## config.mk

```make
export PLATFORM = sky130hd
export DESIGN_NAME = bsd_cell
export DESIGN_NICKNAME = d
export VERILOG_FILES = /design/src/assert_macros.svh /design/src/bsd_pkg.sv /design/src/bsd_cell.sv
export SDC_FILE = /design/constraint.sdc
export NUM_CORES = 1
export LEC_CHECK = 0
export ABC_AREA = 1
export BUFFER_PORTS_ARGS = -buffer_cell sky130_fd_sc_hd__buf_2
export CORE_UTILIZATION = 30
export CTS_CLUSTER_DIAMETER = 40
export DETAILED_ROUTE_END_ITERATION = 16
export GPL_TIMING_DRIVEN = 0
export MAX_ROUTING_LAYER = met4
export PLACE_DENSITY_LB_ADDON = 0.08
export SYNTH_ARGS = -nofsm -noshare
export SYNTH_HDL_FRONTEND = slang
export SYNTH_SLANG_ARGS = --single-unit
```

## constraint.sdc

```tcl
create_clock -name aclk -period 0.8 [get_ports aclk]
set_input_delay 0.16 -clock aclk [delete_from_list [all_inputs] [get_ports aclk]]
set_output_delay 0.16 -clock aclk [all_outputs]
set_load 0.03 [all_outputs]
```

## src/assert_macros.svh

```systemverilog
// Assertion helpers shared by the RTL. Every check is sampled on the rising
// edge of aclk and is switched off while aresetn is low.
`ifndef ASSERT_MACROS_SVH
`define ASSERT_MACROS_SVH

// Plain concurrent check.
`define BSD_ASSERT(lbl, prop, msg) \
    lbl: assert property (@(posedge aclk) disable iff (!aresetn) prop) \
        else $error(msg);

// Check that a condition in one cycle implies a result in the next cycle.
`define BSD_ASSERT_NEXT(lbl, cond, res, msg) \
    `BSD_ASSERT(lbl, (cond) |=> (res), msg)

`endif

```

## src/bsd_pkg.sv

```systemverilog
package bsd_pkg;

    // Sizing of the line store and the window.
    localparam int MAX_WIDTH  = 1024;
    localparam int MAX_RADIUS = 3;
    localparam int HEIGHT_MAX = 4096;

    localparam int COL_W  = $clog2(MAX_WIDTH);
    localparam int HIST_W = 2 * MAX_RADIUS;
    localparam int TAPS   = 2 * MAX_RADIUS + 1;
    localparam int HM1_W  = $clog2(HEIGHT_MAX);
    // Rows keep counting past the frame while the last results drain.
    localparam int ROW_W  = $clog2(HEIGHT_MAX + MAX_RADIUS + 2);
    localparam int LAG_W  = $clog2(MAX_RADIUS * (MAX_WIDTH + 1) + 1);

    // Register field widths.
    localparam int RAD_W   = 2;
    localparam int WREG_W  = 11;
    localparam int HREG_W  = 13;
    localparam int CIDX_W  = 3;
    localparam int CDATA_W = 13;

    // Register indexes.
    localparam logic [CIDX_W-1:0] CFG_RADIUS = 3'd0;
    localparam logic [CIDX_W-1:0] CFG_WIDTH  = 3'd1;
    localparam logic [CIDX_W-1:0] CFG_HEIGHT = 3'd2;
    localparam logic [CIDX_W-1:0] CFG_BORDER = 3'd3;

    // Input item kinds.
    localparam logic OP_PIXEL = 1'b0;
    localparam logic OP_FLUSH = 1'b1;

    // Reset values of the registers.
    localparam int WIDTH_RESET  = (MAX_WIDTH < 1024) ? MAX_WIDTH : 1024;
    localparam int HEIGHT_RESET = 1024;

    // Result queue.
    localparam int OQ_DEPTH = 4;
    localparam int OQ_PTR_W = 2;
    localparam int OQ_CNT_W = 3;

    localparam logic [7:0] PIX_ON  = 8'd255;
    localparam logic [7:0] PIX_OFF = 8'd0;

    typedef struct packed {
        logic              en;
        logic [COL_W-1:0]  addr;
        logic [HIST_W-1:0] data;
    } ls_wr_t;

    typedef struct packed {
        logic fg;
        logic last;
    } oq_entry_t;

endpackage

```

## src/bsd_cell.sv

```systemverilog
module bsd_cell import bsd_pkg::*; (
    input  logic             aclk,
    input  logic             shift_en,
    input  logic             in_bit,
    input  logic [ROW_W-1:0] in_row,
    output logic             out_bit,
    output logic [ROW_W-1:0] out_row
);

    logic             bit_reg;
    logic [ROW_W-1:0] row_reg;

    // One column of the window: its vertical OR and the row it came from.
    always_ff @(posedge aclk) begin
        if (shift_en) begin
            bit_reg <= in_bit;
            row_reg <= in_row;
        end
    end

    assign out_bit = bit_reg;
    assign out_row = row_reg;

endmodule

```

==> flow_metrics.env <==
export IMPL_drc_errors=0
export IMPL_root_buffer="clkbuf_4"
export IMPL_io_buffers=29
export IMPL_die_area_sq_um=1560
export IMPL_synth_cell_type_count=1
export IMPL_synthArstFlopShare_pct=0
export IMPL_drt_iter0_markers=2
export IMPL_setup_slack_ns=-0.182
export IMPL_cp_top_family="flip-flops"
export IMPL_preCtsSetupSlack_ns=0.0284
export IMPL_sequentialPowerShare_pct=57.5
export IMPL_pin_count=30
export IMPL_vias=256
export IMPL_min_path_type="in -> reg"
export IMPL_cts_buffers=3
export IMPL_cts_max_path_buffers=2
export IMPL_worstSetupStartpointType="flop"
export IMPL_max_stage_delay_ns=0.40
export IMPL_die_height_um=39.4
export IMPL_final_cells=62
export IMPL_path_clk_slew_ns=0.08
export IMPL_final_area_sq_um=698
export IMPL_finalHoldViolations=0
export IMPL_vias_per_cell=4.13
export IMPL_row_count=13
export IMPL_pwr_share_clk_pct=24.7
export IMPL_num_fill_cells=118
export IMPL_syn_area_per_cell_sq_um=30.0
export IMPL_tns_ns=-2.31
export IMPL_internal_power_w=0.00118
export IMPL_yosysTopAreaCell="edfxtp_1"
export IMPL_synth_edf_count=14
export IMPL_rsz0062_at_grt="true"
export IMPL_core_area_sq_um=1300
export IMPL_fmax_mhz=1020
export IMPL_max_slew_margin_pct=80.1
export IMPL_grt_total_usage_pct=10.5
export IMPL_grt_pass1_wl_um=931
export IMPL_drive_above_1_share_pct=68.1
export IMPL_cp_num_buf_inv=1
export IMPL_peakVddDrop_mv=0.939
export IMPL_slew_viol_final=0
export IMPL_finalWirelength_um=663
export IMPL_timing_final_crit_share_pct=123
export IMPL_worst_hold_path_num_cells=1
export IMPL_grt_pass1_vias=231
export IMPL_synthMuxAreaShare_pct=0
export IMPL_synthCells=14
export IMPL_num_multi_input_gates=0
export IMPL_ctsHoldBuffers=0
export IMPL_whs_ns=0.0605
export IMPL_p_comb_share_pct=17.8
export IMPL_switching_share_pct=24.5
export IMPL_synth_compound_area_share_pct=0
export IMPL_finalSetupViolCount=14
export IMPL_yosys_area_share_simple_pct=0
export IMPL_required_ns=0.64
export IMPL_violations="negative setup slack"
export IMPL_dp_cells=58
export IMPL_synth_adder_area_share_pct=0
export IMPL_status="complete, but fails checks"
export IMPL_crit_arrival_ns=0.82
export IMPL_synth_most_common_cell="edfxtp_1"
export IMPL_drtPass1Iterations=3
export IMPL_gp_congestion=0.591
export IMPL_grt_remaining_overflow=0
export IMPL_clock_sinks=14
export IMPL_die_w_um=39.4
export IMPL_path_class="reg -> out"
export IMPL_crit_slowest_cell="edfxtp_1"
export IMPL_cp_cell_sequence="buf_6"
export IMPL_synth_top_cell_area_share_pct=100
export IMPL_maxCapViolations=0
export IMPL_dpl_instance_area_sq_um=584
export IMPL_fin_crit_ns=0.982
export IMPL_p_leak_nw=0.296
export IMPL_multi_input_area_sq_um=0
export IMPL_routedWlPerCell_um=10.7
export IMPL_synthFlopType="edfxtp_1"
export IMPL_start_util_pct=32.3
export IMPL_synth_area_leaders="edfxtp_1 100%"
export IMPL_tightestPinTransition_ns=0.299
export IMPL_synth_xor_area_share_pct=0
export IMPL_cellPowerDensity_nw_per_um2=2230
export IMPL_p_sw_w=0.000381
export IMPL_grt_max_degree=15
export IMPL_yosysWarnings=0
export IMPL_endpoint_kind="primary output"
export IMPL_ys_ff_latch=14
export IMPL_ff_latch_area_sq_um=420
export IMPL_final_net_count=64
export IMPL_ys_seq_area_share_pct=100
export IMPL_syn_to_final_growth_pct=66.1
export IMPL_final_antenna_net_count=0
export IMPL_synth_common_cells="14 x edfxtp_1"
export IMPL_htree_levels=1
export IMPL_synth_net_count=30
export IMPL_synthesis_area_sq_um=420
export IMPL_grt_antenna_before_repair=0
export IMPL_worstSetupPathDepth=1
export IMPL_critPathMaxFanout=1
export IMPL_antenna_cells=0
export IMPL_cts_tree="built"
[power groups by stage]
stage | logic (W) | clock network [W] | registers (W)
floorplan | 0 | 0 | 0.00102
global placement | 0.000215 | 0 | 0.000897
detailed placement | 0.000216 | 0 | 0.000899
CTS | 0.000280 | 0.000401 | 0.000898
global route | 0.000291 | 0.000442 | 0.000904
finish | 0.000277 | 0.000385 | 0.000898
[state kept, by name (all words and copies together), names as in the netlist]
| register | count |
|---|---|
| out_row | 13 |
| out_bit | 1 |
[layout make-up]
class	count	area share (%)
sequential	14	60.2
tap	15	2.69
clock inverter	1	0.538
timing repair buffer	29	33.3
clock buffer	3	3.23
[logic make-up (layout without fill, tap and decap cells)]
logic type,count (synthesis),count (layout)
flip-flops,14,14
buffers and inverters,0,33
[layout by cell type, fill, tap and decap left out]
cell type / Yosys / final
buf_2: 0 / 15
buf_6: 0 / 14
clkinv_1: 0 / 1
clkbuf_4: 0 / 3
edfxtp_1: 14 / 14
[per-stage QoR]
stage / utilization, % / power, W
2_1_floorplan: - / 0.00102
3_3_place_gp: 44.9 / 0.00111
3_5_place_dp: 44.9 / 0.00112
4_1_cts: 53.7 / 0.00158
5_1_grt: 53.7 / 0.00164
6_report: 53.7 / 0.00156
[per-layer routing]
metal / wire length (um) / share of wire (%) / vias to the layer above / track usage (%)
met5: 0 / 0 / - / -
met3: 45 / 6.8 / 2 / 3.41
li1: - / - / 121 / -
met1: 249 / 38 / 116 / 10.9
met2: 359 / 54 / 17 / 15.2
met4: 10 / 1.5 / 0 / 10.3
[what timing repair did]
item / 4_1_cts / 5_1_grt
setup endpoints to repair: 14 / 14
resized for setup: 28 / 0
buffers inserted: 0 / 0
[worst paths after layout]
path                       start          to  slack [ns]
worst max-delay path  out_row[9]  out_row[9]       -0.18
worst min-delay path   in_row[8]  out_row[8]        0.06
Power figures use the tool's default switching activity.
