===== config.mk =====
export PLATFORM = sky130hd
export DESIGN_NAME = bsd_outq
export DESIGN_NICKNAME = d
export VERILOG_FILES = /design/src/assert_macros.svh /design/src/bsd_pkg.sv /design/src/bsd_outq.sv
export SDC_FILE = /design/constraint.sdc
export NUM_CORES = 1
export LEC_CHECK = 0
export BUFFER_PORTS_ARGS = -buffer_cell sky130_fd_sc_hd__buf_2
export CAP_MARGIN = 5
export CORE_AREA = 2 2 42 44
export DETAILED_ROUTE_END_ITERATION = 7
export DIE_AREA = 0 0 44 46
export GPL_TIMING_DRIVEN = 0
export HOLD_SLACK_MARGIN = 0.1
export PLACE_DENSITY_LB_ADDON = 0.1
export SYNTH_ARGS = -nofsm -noshare
export SYNTH_HDL_FRONTEND = slang
export SYNTH_SLANG_ARGS = --single-unit

===== constraint.sdc =====
create_clock -name aclk -period 2.3 [get_ports aclk]
set_clock_uncertainty 0.15 [all_clocks]
set_input_delay 0.575 -clock aclk [delete_from_list [all_inputs] [get_ports aclk]]
set_output_delay 0.575 -clock aclk [all_outputs]
set_load 0.01 [all_outputs]

===== src/assert_macros.svh =====
// Assertion helpers shared by the RTL. Every check is sampled on the rising
// edge of aclk and is switched off while aresetn is low.
`ifndef ASSERT_MACROS_SVH
`define ASSERT_MACROS_SVH

// Plain concurrent check.
`define BSD_ASSERT(lbl, prop, msg) \
    lbl: assert property (@(posedge aclk) disable iff (!aresetn) prop) \
        else $error(msg);

// Check that a condition in one cycle implies a result in the next cycle.
`define BSD_ASSERT_NEXT(lbl, cond, res, msg) \
    `BSD_ASSERT(lbl, (cond) |=> (res), msg)

`endif


===== src/bsd_pkg.sv =====
package bsd_pkg;

    // Sizing of the line store and the window.
    localparam int MAX_WIDTH  = 1024;
    localparam int MAX_RADIUS = 3;
    localparam int HEIGHT_MAX = 4096;

    localparam int COL_W  = $clog2(MAX_WIDTH);
    localparam int HIST_W = 2 * MAX_RADIUS;
    localparam int TAPS   = 2 * MAX_RADIUS + 1;
    localparam int HM1_W  = $clog2(HEIGHT_MAX);
    // Rows keep counting past the frame while the last results drain.
    localparam int ROW_W  = $clog2(HEIGHT_MAX + MAX_RADIUS + 2);
    localparam int LAG_W  = $clog2(MAX_RADIUS * (MAX_WIDTH + 1) + 1);

    // Register field widths.
    localparam int RAD_W   = 2;
    localparam int WREG_W  = 11;
    localparam int HREG_W  = 13;
    localparam int CIDX_W  = 3;
    localparam int CDATA_W = 13;

    // Register indexes.
    localparam logic [CIDX_W-1:0] CFG_RADIUS = 3'd0;
    localparam logic [CIDX_W-1:0] CFG_WIDTH  = 3'd1;
    localparam logic [CIDX_W-1:0] CFG_HEIGHT = 3'd2;
    localparam logic [CIDX_W-1:0] CFG_BORDER = 3'd3;

    // Input item kinds.
    localparam logic OP_PIXEL = 1'b0;
    localparam logic OP_FLUSH = 1'b1;

    // Reset values of the registers.
    localparam int WIDTH_RESET  = (MAX_WIDTH < 1024) ? MAX_WIDTH : 1024;
    localparam int HEIGHT_RESET = 1024;

    // Result queue.
    localparam int OQ_DEPTH = 4;
    localparam int OQ_PTR_W = 2;
    localparam int OQ_CNT_W = 3;

    localparam logic [7:0] PIX_ON  = 8'd255;
    localparam logic [7:0] PIX_OFF = 8'd0;

    typedef struct packed {
        logic              en;
        logic [COL_W-1:0]  addr;
        logic [HIST_W-1:0] data;
    } ls_wr_t;

    typedef struct packed {
        logic fg;
        logic last;
    } oq_entry_t;

endpackage


===== src/bsd_outq.sv =====
module bsd_outq import bsd_pkg::*; (
    input  logic                aclk,
    input  logic                aresetn,
    input  logic                push,
    input  oq_entry_t           push_data,
    input  logic                pop,
    output logic                head_valid,
    output oq_entry_t           head,
    output logic [OQ_CNT_W-1:0] count
);

    oq_entry_t           entry_reg [OQ_DEPTH];
    logic [OQ_PTR_W-1:0] wr_ptr_reg;
    logic [OQ_PTR_W-1:0] rd_ptr_reg;
    logic [OQ_CNT_W-1:0] cnt_reg;
    logic [OQ_CNT_W-1:0] cnt_next;
    logic                do_pop;

    assign do_pop = pop && (cnt_reg != '0);

    always_comb begin
        cnt_next = cnt_reg;
        if (push && !do_pop) begin
            cnt_next = cnt_reg + OQ_CNT_W'(1);
        end else if (!push && do_pop) begin
            cnt_next = cnt_reg - OQ_CNT_W'(1);
        end
    end

    // Storage of waiting results.
    always_ff @(posedge aclk) begin
        if (push) begin
            entry_reg[wr_ptr_reg] <= push_data;
        end
    end

    // Pointers and fill level.
    always_ff @(posedge aclk) begin
        if (!aresetn) begin
            wr_ptr_reg <= '0;
            rd_ptr_reg <= '0;
            cnt_reg    <= '0;
        end else begin
            if (push) begin
                wr_ptr_reg <= wr_ptr_reg + OQ_PTR_W'(1);
            end
            if (do_pop) begin
                rd_ptr_reg <= rd_ptr_reg + OQ_PTR_W'(1);
            end
            cnt_reg <= cnt_next;
        end
    end

    assign head_valid = (cnt_reg != '0);
    assign head       = entry_reg[rd_ptr_reg];
    assign count      = cnt_reg;

endmodule

==> flow_summary.json, run 1 <==
{
  "port_buffers": 11,
  "timing.critical_path.slowest_cell_delay_ns": 0.38,
  "clk_latency_ns": 0.28,
  "cts_buffer_depth": 2,
  "worstPathRequired_ns": 2.36,
  "initial_core_util_pct": 46.8,
  "clock_sinks": 17,
  "num_rows": 15,
  "min_from": "push_data[0]",
  "hold_end": "entry_reg[1][0]",
  "grt_pass1_vias": 347,
  "synthMuxAreaShare_pct": 8.61,
  "crit_path_top_delay_cell": "dfxtp_1",
  "root_buffer": "clkbuf_4",
  "reg2reg_depth": 7,
  "first_pass_iters": 1,
  "max-cap-violations": 0,
  "grt_pass1_wl_mm": 1.50,
  "syn2layout_area_growth_pct": 13.6,
  "drt-wirelength-per-cell_um": 10.9,
  "rsz0062_at_grt": "false",
  "syn_area_per_cell_sq_um": 14.5,
  "ir_drop_v": 0.000453,
  "synthSimpleGateAreaFrac_pct": 10.9,
  "drive_gt1_share_pct": 28.4,
  "global_route.overflow_total": 0,
  "slew_violations": 0,
  "status": "completed",
  "fillers": 146,
  "synthCells": 52,
  "grt_max_degree": 10,
  "core_sq_mm": 0.00161,
  "synthAdderAreaFrac_pct": 10.9,
  "numCtsBuffers": 3,
  "htree_levels": 1,
  "synth_top_family_by_area": "simple AND/OR/NAND/NOR gates",
  "path_max_fanout": 6,
  "worst_pin_slew_ns": 0.324,
  "ys.warnings.count": 0,
  "grtUsageTotal_pct": 10.7,
  "cp-start-kind": "register",
  "vias": 398,
  "ant_nets": 0,
  "regArea_sq_um": 420,
  "synth.area.top_cells": "edfxtp_1 32%, dfxtp_1 24%, ha_1 8.3%",
  "syn-num-nets": 64,
  "worst_slack_ns": 0.158,
  "diodes": 0,
  "drt_iter0_markers": 0,
  "multi_input_area_sq_um": 324,
  "synth_largest_area_cell": "edfxtp_1",
  "die_h_um": 46,
  "finalHoldViolations": 0,
  "ys_seq_area_share_pct": 55.6,
  "hold_path_depth": 1,
  "cts_resized": 0,
  "layout.cells.most_common_list": "11 x buf_2, 9 x and2_1, 9 x dfxtp_1",
  "via_per_inst": 4.74,
  "dpl.hpwl_um": 715,
  "yosysTopAreaCellShare_pct": 31.8,
  "drcViolationCount": 0,
  "p_leak_uw": 0.000344,
  "cts_post_setup_buffers_inserted": 0,
  "setup_tns_ns": 0,
  "crit_chain": "o31ai_4 > ha_1 > inv_1 > fa_1 > xor2_1 > or3_1 > a21boi_0",
  "die-area_sq_mm": 0.00202,
  "routed_wl_um": 912,
  "crit_arrival_ns": 2.20,
  "path_clk_slew_ns": 0.09,
  "reg2reg_slack_ns": 0.16,
  "netlist_area_sq_um": 756,
  "grt_antenna_before_repair": 0,
  "synth-xor-area-share_pct": 5.79,
  "cts_tree": "done",
  "hold_path.class": "primary input to register",
  "ys_types": 17,
  "globalplace.congestion": 0.637,
  "io_pins": 12,
  "r2r_start": "count[2]",
  "synth_compound_area_share_pct": 6.62,
  "crit_type": "register to register",
  "powerDensity_mw_per_mm2": 979,
  "maxSlewHeadroom_pct": 78.4,
  "nets": 80,
  "hold_buffers": 0,
  "die_w_um": 44,
  "reg2reg_to": "count[2]",
  "ys_ff_latch": 17,
  "fin_crit_ns": 2.14,
  "setup_viol": 0,
  "fmax_ghz": 0.467,
  "layout_commonest_cell": "buf_2",
  "pre_cts_slack_ns": 0.0562,
  "end_kind": "register",
  "period_share_pct": 93.1
}
## layer usage
layer	part of all wire (%)	vias up	GRT usage, %	wire [um]
met3	3.1	0	3.57	28
met2	47	5	15.9	430
li1	-	212	-	-
met5	0	-	0	0
met4	0	0	5.45	0
met1	50	181	14.0	452
## how the worst max path moves through the flow
stage / start / end / slack, ns
final: count[2] / count[2] / 0.16
after floorplan: count[2] / count[2] / 0.22
after global placement: pop / count[2] / 0.05
after detailed placement: pop / count[2] / 0.06
after CTS: count[1] / count[2] / 0.14
after global routing: count[2] / count[2] / 0.02
## worst max-delay path: cells and delay by family, from the launching register on
kind            cells  cell delay [ns]
xor+xnor            1             0.15
fa+ha+maj           2             0.59
buf+inv             1             0.06
simple gates        1             0.29
flops               1             0.38
compound gates      2             0.44
## Yosys cell counts, drive strengths merged
| cell type | count |
|---|---|
| and2 | 9 |
| dfxtp | 9 |
| edfxtp | 8 |
| ha | 5 |
| inv | 3 |
| xnor2 | 3 |
| mux2i | 2 |
| mux4 | 2 |
| nor2b | 2 |
| or3 | 2 |
| xor2 | 2 |
| a21boi | 1 |
| fa | 1 |
| o21ai | 1 |
| o311ai | 1 |
| o31ai | 1 |
## power breakdown
part           switching (uW)  leakage, uW  internal, uW
sequential               66.5     0.000148           370
clock                    82.4    0.0000150          67.2
combinational             105     0.000181           150
## final cells by class
type | instances | area share [%]
clock buffers | 4 | 3.06
flip-flops and latches | 17 | 49.0
inverters | 3 | 1.31
well taps | 17 | 2.48
repair buffers | 11 | 6.41
multi-input cells | 32 | 37.8
## through the flow
stage / instances / cell area [sq um] / hold slack (ns) / power [uW] / utilization (%)
after floorplan: 52 / 756 / 0.378 / 626 / -
after global placement: 80 / 832 / 0.411 / 700 / 51.6
after detailed placement: 80 / 832 / 0.416 / 702 / 51.6
after CTS: 84 / 858 / 0.348 / 857 / 53.2
after global routing: 84 / 858 / 0.344 / 905 / 53.2
final: 84 / 858 / 0.359 / 840 / 53.2
## logic make-up after synthesis
| family | after synthesis |
|---|---|
| compound gates | 4 |
| xor+xnor | 5 |
| fa+ha+maj | 6 |
| buf+inv | 3 |
| flops | 17 |
| mux | 4 |
| simple gates | 13 |
Note: power is estimated with default switching activity, not from simulation.
==> inputs of run 2 (changes only) <==
--- a/config.mk
+++ b/config.mk
@@ -5,12 +5,12 @@
 export SDC_FILE = /design/constraint.sdc
 export NUM_CORES = 1
 export LEC_CHECK = 0
+export ABC_AREA = 1
 export BUFFER_PORTS_ARGS = -buffer_cell sky130_fd_sc_hd__buf_2
 export CAP_MARGIN = 5
 export CORE_AREA = 2 2 42 44
 export DETAILED_ROUTE_END_ITERATION = 7
 export DIE_AREA = 0 0 44 46
-export GPL_TIMING_DRIVEN = 0
 export HOLD_SLACK_MARGIN = 0.1
 export PLACE_DENSITY_LB_ADDON = 0.1
 export SYNTH_ARGS = -nofsm -noshare
==> flow_summary.json, run 2 <==
{
  "status": "completed",
  "clk_latency_ns": 0.27,
  "period_share_pct": 83.7,
  "yosysTopAreaCellShare_pct": 31.2,
  "final_cells": 115,
  "vias": 536,
  "fin_area_sq_um": 872,
  "ys_ff_latch": 17,
  "drcViolationCount": 0,
  "grt_pass1_wl_mm": 1.75,
  "worstPathRequired_ns": 1.57,
  "slew_violations": 0,
  "cts_tree": "done",
  "globalplace.congestion": 0.701,
  "finalHoldViolations": 0,
  "layout_commonest_cell": "inv_1",
  "ys.warnings.count": 0,
  "core_sq_mm": 0.00161,
  "crit_path_top_delay_cell": "dfxtp_1",
  "global_route.overflow_total": 0,
  "synthCells": 83,
  "die-area_sq_mm": 0.00202,
  "first_pass_iters": 4,
  "dpl.hpwl_um": 897,
  "crit_type": "register to primary output",
  "fmax_ghz": 0.519,
  "yosysMostFrequentCell": "inv_1",
  "cts_buffer_depth": 2,
  "p_leak_uw": 0.000411,
  "clock_sinks": 17,
  "crit_chain": "inv_1 > o21ai_0 > o22ai_1 > buf_2",
  "root_buffer": "clkbuf_4",
  "end_kind": "primary output",
  "routed_wl_mm": 1.05,
  "crit_arrival_ns": 1.20,
  "io_pins": 12,
  "ant_nets": 0,
  "syn2layout_area_growth_pct": 13.3,
  "synth_edf_count": 8,
  "syn-num-nets": 95,
  "ys_seq_area_share_pct": 54.6,
  "htree_levels": 1,
  "setup_viol": 0,
  "timing.critical_path.slowest_cell_delay_ns": 0.39,
  "syn_area_per_cell_sq_um": 9.27,
  "synth_largest_area_cell": "edfxtp_1",
  "initial_core_util_pct": 47.7,
  "diodes": 0,
  "grt_max_degree": 10,
  "place_area_sq_um": 846,
  "final_core_util_pct": 54.0,
  "rsz0062_at_grt": "false",
  "ys_types": 14,
  "cts_post_setup_buffers_inserted": 0,
  "cp.buffers_inverters": 2,
  "cp-start-kind": "register",
  "cp_top_family": "flip-flops",
  "place_inst": 111,
  "powerDensity_mw_per_mm2": 917,
  "via_per_inst": 4.66,
  "synth.area.top_cells": "edfxtp_1 31%, dfxtp_1 23%, inv_1 8.3%",
  "hold_path.class": "register to register",
  "netlist_area_sq_um": 769,
  "num_rows": 15,
  "cts_resized": 0,
  "ir_drop_v": 0.000444,
  "async_reset_ff_share_pct": 0,
  "numCtsBuffers": 3,
  "grt_pass1_vias": 437,
  "port_buffers": 11,
  "hold_buffers": 0,
  "drive_gt1_share_pct": 18.4,
  "max-cap-violations": 0,
  "worst_pin_slew_ns": 0.198,
  "grt_antenna_before_repair": 0,
  "worst_hold_slack_ns": 0.352,
  "die_h_um": 46,
  "path_max_fanout": 5,
  "synth_ff_type": "dfxtp_1",
  "synthTopCellsByCount": "17 x inv_1, 12 x nand2_1, 9 x dfxtp_1",
  "setup_tns_ns": 0,
  "fin_crit_ns": 1.93,
  "drt_iter0_markers": 10,
  "grtUsageTotal_pct": 12.3,
  "die_w_um": 44,
  "path_clk_slew_ns": 0.09,
  "drt-wirelength-per-cell_um": 9.14,
  "maxSlewHeadroom_pct": 86.7,
  "layout.cells.most_common_list": "17 x inv_1, 12 x nand2_1, 11 x buf_2",
  "nets": 111
}
run 2: cell count changes in the layout (fill, tap and decap cells not counted), sizes merged, moves of 3 or more:
cell,change
o21ai,+7
a21oi,+6
nor2,+9
xnor2,-3
and2,-9
inv,+14
nand3,+3
nand2,+15
run 2: kinds of logic after synthesis:
logic type               share of synthesized area (%)
AO/OA/AOI/OAI                                     10.7
flip-flops                                        54.6
buffers and inverters                             8.29
adder cells (fa/ha/maj)                           10.7
AND/OR/NAND/NOR                                   15.6
run 2: final timing paths:
| path | from | end | slack [ns] | depth (start not counted) |
|---|---|---|---|---|
| hold reg to reg | rd_ptr_reg[1] | register | 0.35 | 2 |
| setup / recovery | register | head[0] | 0.37 | 4 |
| setup reg to reg | count[1] | count[2] | 0.49 | 12 |
| hold / removal | rd_ptr_reg[1] | register | 0.35 | 2 |
run 2: worst reg2reg max path: stages, from the launching register on:
cell	delay [ns]
dfxtp_1	0.36
nor2_2	0.10
nand2_2	0.09
nand2_4	0.08
ha_1	0.16
inv_1	0.06
fa_1	0.38
inv_1	0.06
nand2_1	0.04
nand3_1	0.08
nand2_1	0.05
nand2_1	0.05
nor2_1	0.03
run 2: layer usage:
metal,vias to the layer above,track usage [%],share of wire [%]
li1,297,-,-
met1,232,15.4,46
met2,5,18.8,49
met3,2,3.57,3.0
met4,0,7.27,0.86
met5,-,0,0
run 2: layout make-up:
class                      instances  area [sq um]
sequential                        17           420
timing repair buffer              11          55.1
fill                             168           742
clock buffer                       4          26.3
tap                               17          21.3
multi-input combinational         49           285
inverter                          17          63.8
run 2: per-stage QoR:
step	power (uW)	setup WS [ns]
floorplan	583	0.507
global placement	656	0.361
detailed placement	665	0.338
CTS	816	0.342
global route	872	0.292
finish	799	0.374
run 2: power breakdown:
| group | internal [uW] | switching, uW |
|---|---|---|
| combinational | 104 | 153 |
| clock | 67.1 | 79.8 |
| sequential | 360 | 36.5 |
